**config.mk**
```make
export PLATFORM = sky130hd
export DESIGN_NAME = clta_div
export DESIGN_NICKNAME = d
export VERILOG_FILES = /design/src/clta_div.sv
export SDC_FILE = /design/constraint.sdc
export NUM_CORES = 1
export LEC_CHECK = 0
export BUFFER_PORTS_ARGS = -buffer_cell sky130_fd_sc_hd__buf_4
export CAP_MARGIN = 10
export CORE_MARGIN = 1
export CORE_UTILIZATION = 61
export DETAILED_ROUTE_END_ITERATION = 16
export GPL_TIMING_DRIVEN = 0
export PLACE_DENSITY = 0.85
export SYNTH_ARGS = -nofsm -noshare
export SYNTH_HDL_FRONTEND = slang
export SYNTH_SLANG_ARGS = --single-unit
```
**constraint.sdc**
```tcl
create_clock -name clk_i -period 6.4 [get_ports clk_i]
set_input_delay 0.96 -clock clk_i [delete_from_list [all_inputs] [get_ports clk_i]]
set_output_delay 0.96 -clock clk_i [all_outputs]
set_load 0.01 [all_outputs]
```
**src/clta_div.sv**
```systemverilog
// serial restoring divider giving the remainder, one bit per cycle
`default_nettype none
module clta_div #(
  parameter int unsigned DW = 13
) (
  input  wire logic          clk_i,
  input  wire logic          rst_ni,
  input  wire logic          start_i,
  input  wire logic [DW-1:0] dividend_i,
  input  wire logic [DW-1:0] divisor_i,
  output logic               done_o,
  output logic [DW-1:0]      rem_o
);

  localparam int unsigned CW = $clog2(DW + 1);

  logic [CW-1:0] cnt_q;
  logic          done_q;
  logic [DW-1:0] dvd_q;
  logic [DW-1:0] rem_q;
  logic [DW-1:0] div_q;
  logic [DW:0]   rem_sh;
  logic [DW:0]   rem_sub;
  logic          ge;

  always_comb begin
    rem_sh  = {rem_q, dvd_q[DW-1]};
    rem_sub = rem_sh - {1'b0, div_q};
    ge      = (rem_sh >= {1'b0, div_q});
  end

  always_ff @(posedge clk_i or negedge rst_ni) begin
    if (!rst_ni) begin
      cnt_q  <= '0;
      done_q <= 1'b0;
    end else begin
      done_q <= (cnt_q == CW'(1));
      if (start_i) begin
        cnt_q <= CW'(DW);
      end else if (cnt_q != '0) begin
        cnt_q <= cnt_q - CW'(1);
      end
    end
  end

  // quotient bits shift in where the dividend bits shift out
  always_ff @(posedge clk_i) begin
    if (start_i) begin
      dvd_q <= dividend_i;
      rem_q <= '0;
      div_q <= divisor_i;
    end else if (cnt_q != '0) begin
      rem_q <= ge ? rem_sub[DW-1:0] : rem_sh[DW-1:0];
      dvd_q <= {dvd_q[DW-2:0], ge};
    end
  end

  assign done_o = done_q;
  assign rem_o  = rem_q;

endmodule
`default_nettype wire

```
==> impl_metrics.env, run 1 <==
export IMPL_status="finished clean"
export IMPL_fin_crit_ns=2.80
export IMPL_grt_max_degree=15
export IMPL_dpl_hpwl_mm=4.21
export IMPL_cts_tree="built"
export IMPL_vdd_drop_max_mv=0.321
export IMPL_synth_edff_count=26
export IMPL_finalClockSkew_ns=0.00938
export IMPL_p_sw_frac=0.381
export IMPL_total_power_mw=1.22
export IMPL_cp_common_cell="inv_1"
export IMPL_globalRouteTotalUtil=0.277
export IMPL_first_pass_iters=4
export IMPL_cp_arrival_ns=2.85
export IMPL_holdWs_ns=0.446
export IMPL_p_leak_nw=1.34
export IMPL_cp_required_ns=6.46
export IMPL_startpoint_type="flip-flop"
export IMPL_clock_latency_ns=0.30
export IMPL_start_util=0.642
export IMPL_clockPowerShare=0.175
export IMPL_synth_area_um2=2600
export IMPL_syn_area_per_cell_um2=10.8
export IMPL_cp_max_fo=4
export IMPL_dp_slack_ns=3.70
export IMPL_hold_violations=0
export IMPL_synthArstFlopShare=0.114
export IMPL_max_cap_viol_count=0
export IMPL_die_area_um2=4530
export IMPL_n_antenna_cell=0
export IMPL_crit_slowest_cell="fa_1"
export IMPL_cts_buffers=5
export IMPL_gp_congestion=0.905
export IMPL_rr_startpoint="dvd_q[12]"
export IMPL_worstSetupPathType="reg2reg"
export IMPL_comb_power_share=0.486
export IMPL_avgRoutedWirePerCell_um=16.7
export IMPL_final_nets=337
export IMPL_critical_path_startpoint="dvd_q[12]"
export IMPL_seqCellArea_um2=1170
export IMPL_timing_fmax_mhz=358
export IMPL_finalMaxSlewViolations=0
export IMPL_layout_common_cells="buf_4, edfxtp_1, inv_1"
export IMPL_syn_nets=288
export IMPL_area_delta_synth_final_pct=18.8
export IMPL_crit_chain="inv_1 > ha_1 > inv_1 > fa_1 > a211oi_2 > o21ai_0 > a21oi_2 > a21o_2 > nand2_1 > mux2_2"
export IMPL_cts_root_buf="clkbuf_8"
export IMPL_fillers=286
export IMPL_htreeDepth=2
export IMPL_ant_nets=0
export IMPL_cts_resized=0
export IMPL_setup_viol_count_final=0
export IMPL_cp_top_family="compound AO/OA/AOI/OAI gates"
export IMPL_cpPeakStageDelay_ns=0.44
export IMPL_via_per_inst=6.02
export IMPL_fin_tns_setup_ns=0
export IMPL_num_rows=23
export IMPL_fin_ws_ns=3.60
export IMPL_finalCritPeriodShare=0.437
export IMPL_route_detailed_drc=0
export IMPL_overflow=0
export IMPL_grt_pass1_wl_mm=9.04
export IMPL_endpoint_kind="flip-flop"
export IMPL_antenna_found_initial=0
export IMPL_cts_clk_slew_worst_paths_ns=0.08
export IMPL_crit_buf_inv=2
export IMPL_intPower_mw=0.754
export IMPL_die_y_um=67.3
export IMPL_design_area_um2=3090
export IMPL_drt_wl_total_mm=5.70
export IMPL_synthCells=242
export IMPL_layout_drive_gt1_share=0.315
export IMPL_first_global_vias=1947
export IMPL_die_x_um=67.3
export IMPL_vias=2060
export IMPL_clock_sinks=44
export IMPL_synth_main_ff_cell="edfxtp_1"
export IMPL_io_buffers=42
export IMPL_p_seq_frac=0.340
export IMPL_tightestPinTransition_ns=0.845
export IMPL_ys_seq_area_frac=0.448
export IMPL_synth_cell_types=57
export IMPL_dpl_instance_area_um2=2980
export IMPL_post_cts_setup_buffers=0
export IMPL_drtIter0Drc=150
export IMPL_final_common_cell="buf_4"
export IMPL_yosysWarnings=0
export IMPL_hold_class="in2async"
export IMPL_powerDensity_nw_per_um2=394
export IMPL_cts_hold_buf=0
export IMPL_rsz0062_at_grt="false"
export IMPL_core_area_um2=4060
export IMPL_multi_input_area_um2=1290
export IMPL_num_io_pins=43
export IMPL_power_switching_mw=0.465
export IMPL_ys_ff_latch=44
export IMPL_clockBufferDepth=2
export IMPL_relSlewSlack=0.434
[registers in the layout (all words and copies together), names as in the netlist]
register / cells
cnt_q: 4
div_q: 13
done_o: 1
dvd_q: 13
rem_o: 13
[cell usage after synthesis (2+ instances only)]
master,instances,share of area
nor2b_1,4,0.0096
ha_1,16,0.077
or2_2,2,0.0048
nor2_1,10,0.014
clkbuf_1,3,0.0043
or3_1,3,0.0072
buf_2,3,0.0058
nand3_1,16,0.031
buf_6,2,0.0086
dfrtp_1,5,0.048
o211ai_1,2,0.0058
nor3_1,7,0.013
xor2_1,3,0.010
dfxtp_1,13,0.10
inv_1,21,0.030
a31oi_1,8,0.019
a211o_1,2,0.0067
o22ai_1,2,0.0048
a211oi_2,4,0.019
nand2_1,8,0.012
a311oi_1,3,0.010
xnor2_1,5,0.017
edfxtp_1,26,0.30
a31o_2,2,0.0067
o21ai_0,16,0.031
a21o_1,4,0.012
mux2_2,14,0.061
a21oi_1,9,0.017
[through the flow]
step,utilization,cells
after global routing,0.762,342
final,0.762,342
after floorplan,-,242
after detailed placement,0.735,334
after CTS,0.762,342
after global placement,0.735,334
[kinds of logic (layout without fill, tap and decap cells)]
family                   after synthesis  in the layout  synth area share
flip-flops                            44             44             0.448
buffers and inverters                 31             81            0.0548
multiplexers                          15             15            0.0644
AO/OA/AOI/OAI                         67             67             0.198
AND/OR/NAND/NOR                       60             60             0.123
XOR/XNOR                               8              8            0.0269
adder cells (fa/ha/maj)               17             17            0.0846
[area by class of cell]
| type | count | share of cell area |
|---|---|---|
| multi-input cells | 167 | 0.419 |
| repair buffers | 42 | 0.102 |
| plain buffers | 10 | 0.0206 |
| inverters | 21 | 0.0255 |
| clock inverters | 3 | 0.0138 |
| clock buffers | 5 | 0.0222 |
| flip-flops and latches | 44 | 0.377 |
| well taps | 50 | 0.0202 |
[power groups by stage]
stage                     registers (mW)  clock network (mW)  logic (mW)
after floorplan                    0.419                   0       0.414
after global placement             0.416                   0       0.562
after detailed placement           0.419                   0       0.579
after CTS                          0.414               0.215       0.585
after global routing               0.422               0.226       0.645
final                              0.414               0.213       0.592
[layer usage]
metal,up-vias,GRT usage,share of wire
met5,-,0,0
met4,0,0.0984,0.019
met3,10,0.0726,0.057
met2,80,0.435,0.48
met1,966,0.368,0.44
li1,1004,-,-
[final timing paths]
check | to | slack (ns) | depth (start not counted)
min in group clk_i | done_o | 0.50 | 1
hold / removal | cnt_q[2] | 0.45 | 1
max in group asynchronous | cnt_q[0] | 5.85 | 1
hold reg to reg | done_o | 0.50 | 1
setup reg to reg | dvd_q[0] | 3.60 | 10
setup / recovery | dvd_q[0] | 3.60 | 10
Power figures use the tool's default switching activity.
==> run 2: changes to the inputs <==
Settings changed: CORE_UTILIZATION 61 to 56, PLACE_DENSITY 0.85 to 0.79.
Clock period 6.4 ns to 2.8 ns, I/O delays scaled along.
==> run 2 against run 1 <==
Sequential power rose by 130%. Largest power group unchanged. Routed wire length fell by 5.4%. Critical path type unchanged. Total power rose by 120%. Hold slack got worse by 0.15 ns. Die area rose by 8.6%. Critical path depth rose by 2. First-iteration DRC count fell by 3.3%.
==> impl_metrics.env, run 2 (synthesis gave the netlist of run 1 again) <==
export IMPL_status="finished clean"
export IMPL_instances_no_fill=346
export IMPL_final_common_cell="buf_4"
export IMPL_io_buffers=42
export IMPL_layout_common_cells="buf_4, edfxtp_1, inv_1"
export IMPL_relSlewSlack=0.500
export IMPL_startpoint_type="flip-flop"
export IMPL_drtIter0Drc=145
export IMPL_die_y_um=70.2
export IMPL_via_per_inst=5.85
export IMPL_start_util=0.590
export IMPL_cts_buffers=5
export IMPL_holdWs_ns=0.291
export IMPL_setup_viol_count_final=0
export IMPL_fillers=341
export IMPL_area_delta_synth_final_pct=18.5
export IMPL_cts_root_buf="clkbuf_8"
export IMPL_clockBufferDepth=2
export IMPL_htreeDepth=2
export IMPL_finalClockSkew_ns=0.00725
export IMPL_rsz0062_at_grt="false"
export IMPL_clock_sinks=44
export IMPL_first_pass_iters=5
export IMPL_cp_max_fo=10
export IMPL_vias=2023
export IMPL_hold_class="in2reg"
export IMPL_powerDensity_nw_per_um2=872
export IMPL_cp_required_ns=2.98
export IMPL_hold_violations=0
export IMPL_num_io_pins=43
export IMPL_core_area_um2=4410
export IMPL_vdd_drop_max_mv=0.628
export IMPL_drt_wl_total_mm=5.39
export IMPL_finalMaxSlewViolations=0
export IMPL_numPlacedInstances=336
export IMPL_grt_pass1_wl_mm=9.01
export IMPL_globalRouteTotalUtil=0.235
export IMPL_layout_drive_gt1_share=0.313
export IMPL_fin_tns_setup_ns=0
export IMPL_tightestPinTransition_ns=0.747
export IMPL_clock_latency_ns=0.30
export IMPL_avgRoutedWirePerCell_um=15.6
export IMPL_p_leak_nw=1.34
export IMPL_endpoint_kind="flip-flop"
export IMPL_n_antenna_cell=0
export IMPL_die_x_um=70.2
export IMPL_grt_max_degree=15
export IMPL_crit_chain="inv_1 > ha_1 > inv_1 > fa_1 > a211oi_2 > o21ai_1 > a21oi_2 > buf_4 > a21oi_4 > buf_6 > o22ai_1 > a211oi_2"
export IMPL_final_nets=339
export IMPL_finalCritPeriodShare=0.928
export IMPL_fin_crit_ns=2.60
export IMPL_num_rows=24
export IMPL_antenna_found_initial=0
export IMPL_worstSetupPathType="reg2reg"
export IMPL_overflow=0
export IMPL_die_area_um2=4930
export IMPL_max_cap_viol_count=0
export IMPL_crit_slowest_cell="fa_1"
export IMPL_ant_nets=0
export IMPL_first_global_vias=1942
export IMPL_cts_clk_slew_worst_paths_ns=0.08
export IMPL_gp_congestion=0.887
export IMPL_route_detailed_drc=0
export IMPL_dpl_hpwl_mm=3.98
export IMPL_cpPeakStageDelay_ns=0.44
export IMPL_cp_arrival_ns=2.78
export IMPL_cts_tree="built"
export IMPL_timing_fmax_mhz=385
==> run 2: worst paths after layout <==
check | startpoint | end | slack (ns) | cells after the start
max | dvd_q[12] | rem_o[11] | 0.20 | 12
min | divisor_i[0] | div_q[0] | 0.29 | 1
max reg2reg | dvd_q[12] | rem_o[11] | 0.20 | 12
min reg2reg | cnt_q[2] | done_o | 0.51 | 1
max in group asynchronous | rst_ni | cnt_q[0] | 2.25 | 2
min in group asynchronous | rst_ni | cnt_q[1] | 0.45 | 2
==> run 2: metrics by stage <==
step                      cell area, µm²   util  setup WS [ns]  power [mW]
final                               3090  0.699          0.203        2.69
after global routing                3090  0.699         0.0422        2.87
after CTS                           3080  0.698          0.112        2.68
after detailed placement            2980  0.676          0.123        2.27
after global placement              2980  0.676          0.151        2.25
after floorplan                     2600      -          0.340        1.90
==> run 2: worst max-delay path, delay by kind of cell, from the launching register on <==
| kind | cells | cell delay, ns |
|---|---|---|
| fa+ha+maj | 2 | 0.60 |
| buf+inv | 4 | 0.44 |
| compound gates | 6 | 1.06 |
| flops | 1 | 0.38 |
==> run 2: per-layer routing <==
metal	vias to the layer above	track usage	wire [µm]
met3	6	0.0476	355
met5	-	0	0
met2	70	0.348	2430
met1	940	0.348	2530
met4	0	0.0667	71
li1	1007	-	-
==> run 2: area by class of cell <==
| cell class | instances | area [µm²] | area share |
|---|---|---|---|
| plain buffers | 10 | 63.8 | 0.0207 |
| clock inverters | 1 | 8.76 | 0.00284 |
| repair buffers | 44 | 333 | 0.108 |
| flip-flops and latches | 44 | 1170 | 0.378 |
| well taps | 52 | 65.1 | 0.0211 |
| inverters | 21 | 78.8 | 0.0255 |
| clock buffers | 7 | 76.3 | 0.0247 |
| multi-input cells | 167 | 1290 | 0.420 |
==> run 2: where the power goes <==
| part | internal [mW] | switching, mW | total (mW) |
|---|---|---|---|
| logic | 0.644 | 0.704 | 1.35 |
| clock network | 0.179 | 0.224 | 0.402 |
| registers | 0.822 | 0.120 | 0.942 |
| total | 1.65 | 1.05 | 2.69 |
==> run 2: what timing repair did <==
action / CTS / global route
buffers inserted: 0 / 1
gates resized for setup: 0 / 1
endpoints found under the hold margin: 5 / 0
hold buffers: 1 / 0
endpoints found under the setup margin: 0 / 6
==> run 3: changes to the inputs <==
Settings changed: ABC_AREA from default to 1, CORE_UTILIZATION 56 to 57, PLACE_DENSITY 0.79 to 0.8.
==> run 3 against run 2 <==
Cell area grew 10%. Hold slack got worse by 0.012 ns. Highest routed layer unchanged. Sequential power down 2%. Critical endpoint is now dvd_q[0].
==> impl_metrics.env, run 3 <==
export IMPL_avgRoutedWirePerCell_um=12.4
export IMPL_startpoint_type="flip-flop"
export IMPL_total_power_mw=2.84
export IMPL_cts_buffers=5
export IMPL_worstSetupPathType="reg2reg"
export IMPL_cp_common_cell="nand2_1"
export IMPL_die_y_um=73.0
export IMPL_dp_slack_ns=0.593
export IMPL_final_common_cell="nand2_1"
export IMPL_synthTopCellsByArea="edfxtp_1, nand2_1, dfxtp_1, inv_1, ha_1"
export IMPL_comb_power_share=0.498
export IMPL_dpl_instance_area_um2=3270
export IMPL_area_delta_synth_final_pct=18.1
export IMPL_hold_class="in2reg"
export IMPL_crit_slowest_cell="fa_1"
export IMPL_first_global_vias=2243
export IMPL_cts_tree="built"
export IMPL_drtIter0Drc=143
export IMPL_cp_top_family="simple AND/OR/NAND/NOR gates"
export IMPL_fin_ws_ns=0.591
export IMPL_fin_tns_setup_ns=0
export IMPL_io_buffers=42
export IMPL_clock_sinks=44
export IMPL_cp_arrival_ns=2.27
export IMPL_clockBufferDepth=2
export IMPL_layout_drive_gt1_share=0.215
export IMPL_cts_root_buf="clkbuf_8"
export IMPL_fin_util=0.709
export IMPL_synth_edff_count=26
export IMPL_setup_viol_count_final=0
export IMPL_synth_cell_types=33
export IMPL_antenna_found_initial=0
export IMPL_cpPeakStageDelay_ns=0.45
export IMPL_core_area_um2=4790
export IMPL_rsz0062_at_grt="false"
export IMPL_crit_chain="inv_1 > ha_1 > inv_1 > fa_1 > nand2_1 > nand2_1 > nand3_2 > nand2_2 > nand2_2 > nand3_4 > buf_12 > nand2_1 > nand2_1"
export IMPL_synthTopCellsByCount="nand2_1, inv_1, edfxtp_1, nand3_1"
export IMPL_syn_nets=409
export IMPL_cp_max_fo=10
export IMPL_design_area_um2=3390
export IMPL_powerDensity_nw_per_um2=837
export IMPL_finalMaxSlewViolations=0
export IMPL_dpl_hpwl_mm=4.45
export IMPL_first_pass_iters=4
export IMPL_hold_violations=0
export IMPL_n_antenna_cell=0
export IMPL_fin_crit_ns=2.21
export IMPL_timing_fmax_mhz=453
export IMPL_route_detailed_drc=0
export IMPL_yosysMostFrequentCell="nand2_1"
export IMPL_globalRouteTotalUtil=0.255
export IMPL_htreeDepth=2
export IMPL_die_area_um2=5330
export IMPL_ys_seq_area_frac=0.406
export IMPL_synthCells=363
export IMPL_finalClockSkew_ns=0.0133
export IMPL_num_rows=25
export IMPL_clockPowerShare=0.176
export IMPL_p_sw_frac=0.412
export IMPL_final_nets=459
export IMPL_fillers=410
export IMPL_intPower_mw=1.67
export IMPL_overflow=0
export IMPL_cts_clk_slew_worst_paths_ns=0.10
export IMPL_start_util=0.601
export IMPL_synthArstFlopShare=0.114
export IMPL_yosys_area_top_type="edfxtp_1"
export IMPL_ant_nets=0
export IMPL_p_seq_frac=0.326
export IMPL_relSlewSlack=0.556
export IMPL_vias=2381
export IMPL_clock_latency_ns=0.31
export IMPL_synth_area_um2=2870
export IMPL_vdd_drop_max_mv=0.394
export IMPL_synth_top_area_frac=0.272
export IMPL_p_leak_nw=1.79
export IMPL_syn_area_per_cell_um2=7.92
export IMPL_status="finished clean"
export IMPL_num_io_pins=43
export IMPL_crit_buf_inv=3
export IMPL_drt_wl_total_mm=5.96
export IMPL_max_cap_viol_count=0
export IMPL_grt_max_degree=18
export IMPL_post_cts_setup_buffers=0
export IMPL_power_switching_mw=1.17
export IMPL_endpoint_kind="flip-flop"
export IMPL_via_per_inst=4.95
export IMPL_grt_pass1_wl_mm=10.1
export IMPL_cp_required_ns=2.86
export IMPL_synth_main_ff_cell="edfxtp_1"
export IMPL_layout_common_cells="nand2_1, inv_1, buf_4"
export IMPL_gp_congestion=0.968
export IMPL_tightestPinTransition_ns=0.665
export IMPL_yosysWarnings=0
export IMPL_die_x_um=73.0
export IMPL_finalCritPeriodShare=0.789
export IMPL_ys_ff_latch=44
run 3: cell count changes in the layout (fill, tap and decap cells not counted), sizes merged, moves of 8 or more:
cell | previous run | this run
nor2 | 10 | 18
a31oi | 9 | 0
nand3 | 16 | 31
mux2 | 14 | 0
o21ai | 17 | 7
nand4 | 1 | 17
inv | 21 | 67
nand2 | 8 | 138
run 3: per-layer routing:
metal,global-route usage,wire [µm],vias to the layer above
met3,0.0456,298,10
met2,0.393,2650,65
met1,0.350,2890,1068
li1,-,-,1238
met5,0,0,-
met4,0.115,123,0
run 3: final timing paths:
path                          startpoint        end  slack (ns)  cells past startpoint
max                            dvd_q[12]   dvd_q[0]        0.59                     13
min                        divisor_i[12]  div_q[12]        0.28                      1
max reg2reg                    dvd_q[12]   dvd_q[0]        0.59                     13
min reg2reg                     cnt_q[3]     done_o        0.48                      1
max in group asynchronous         rst_ni   cnt_q[1]        2.25                      2
min in group asynchronous         rst_ni   cnt_q[3]        0.45                      2
run 3: cell type report:
type | instances | area (µm²) | area share
Multi-Input combinational cell | 242 | 1360 | 0.400
Sequential cell | 44 | 1170 | 0.344
Timing Repair Buffer | 43 | 325 | 0.0958
Inverter | 67 | 251 | 0.0741
Buffer | 10 | 97.6 | 0.0288
Tap cell | 67 | 83.8 | 0.0247
Clock buffer | 5 | 68.8 | 0.0203
Clock inverter | 3 | 42.5 | 0.0125
run 3: what timing repair did:
item / 4_1_cts / 5_1_grt
hold buffers: 1 / 0
gates resized for setup: 0 / 0
endpoints found under the hold margin: 5 / 0
run 3: power groups by stage:
stage          combinational [mW]  sequential [mW]  clock (mW)
3_3_place_gp                 1.37            0.936           0
5_1_grt                      1.60            0.948       0.529
2_1_floorplan                1.03            0.954           0
6_report                     1.41            0.926       0.499
4_1_cts                      1.41            0.927       0.507
3_5_place_dp                 1.40            0.941           0
run 3: cells by family (layout without fill, tap and decap cells):
kind of cell	count (synthesis)	after routing	synth area share
fa+ha+maj	17	17	0.0766
compound gates	12	12	0.0266
flops	44	44	0.406
simple gates	206	206	0.348
buf+inv	77	128	0.121
xor+xnor	7	7	0.0213
run 3: per-stage QoR:
stage	hold WS [ns]	std cells
floorplan	0.124	363
global placement	0.225	472
detailed placement	0.226	472
CTS	0.272	481
global route	0.271	481
finish	0.279	481
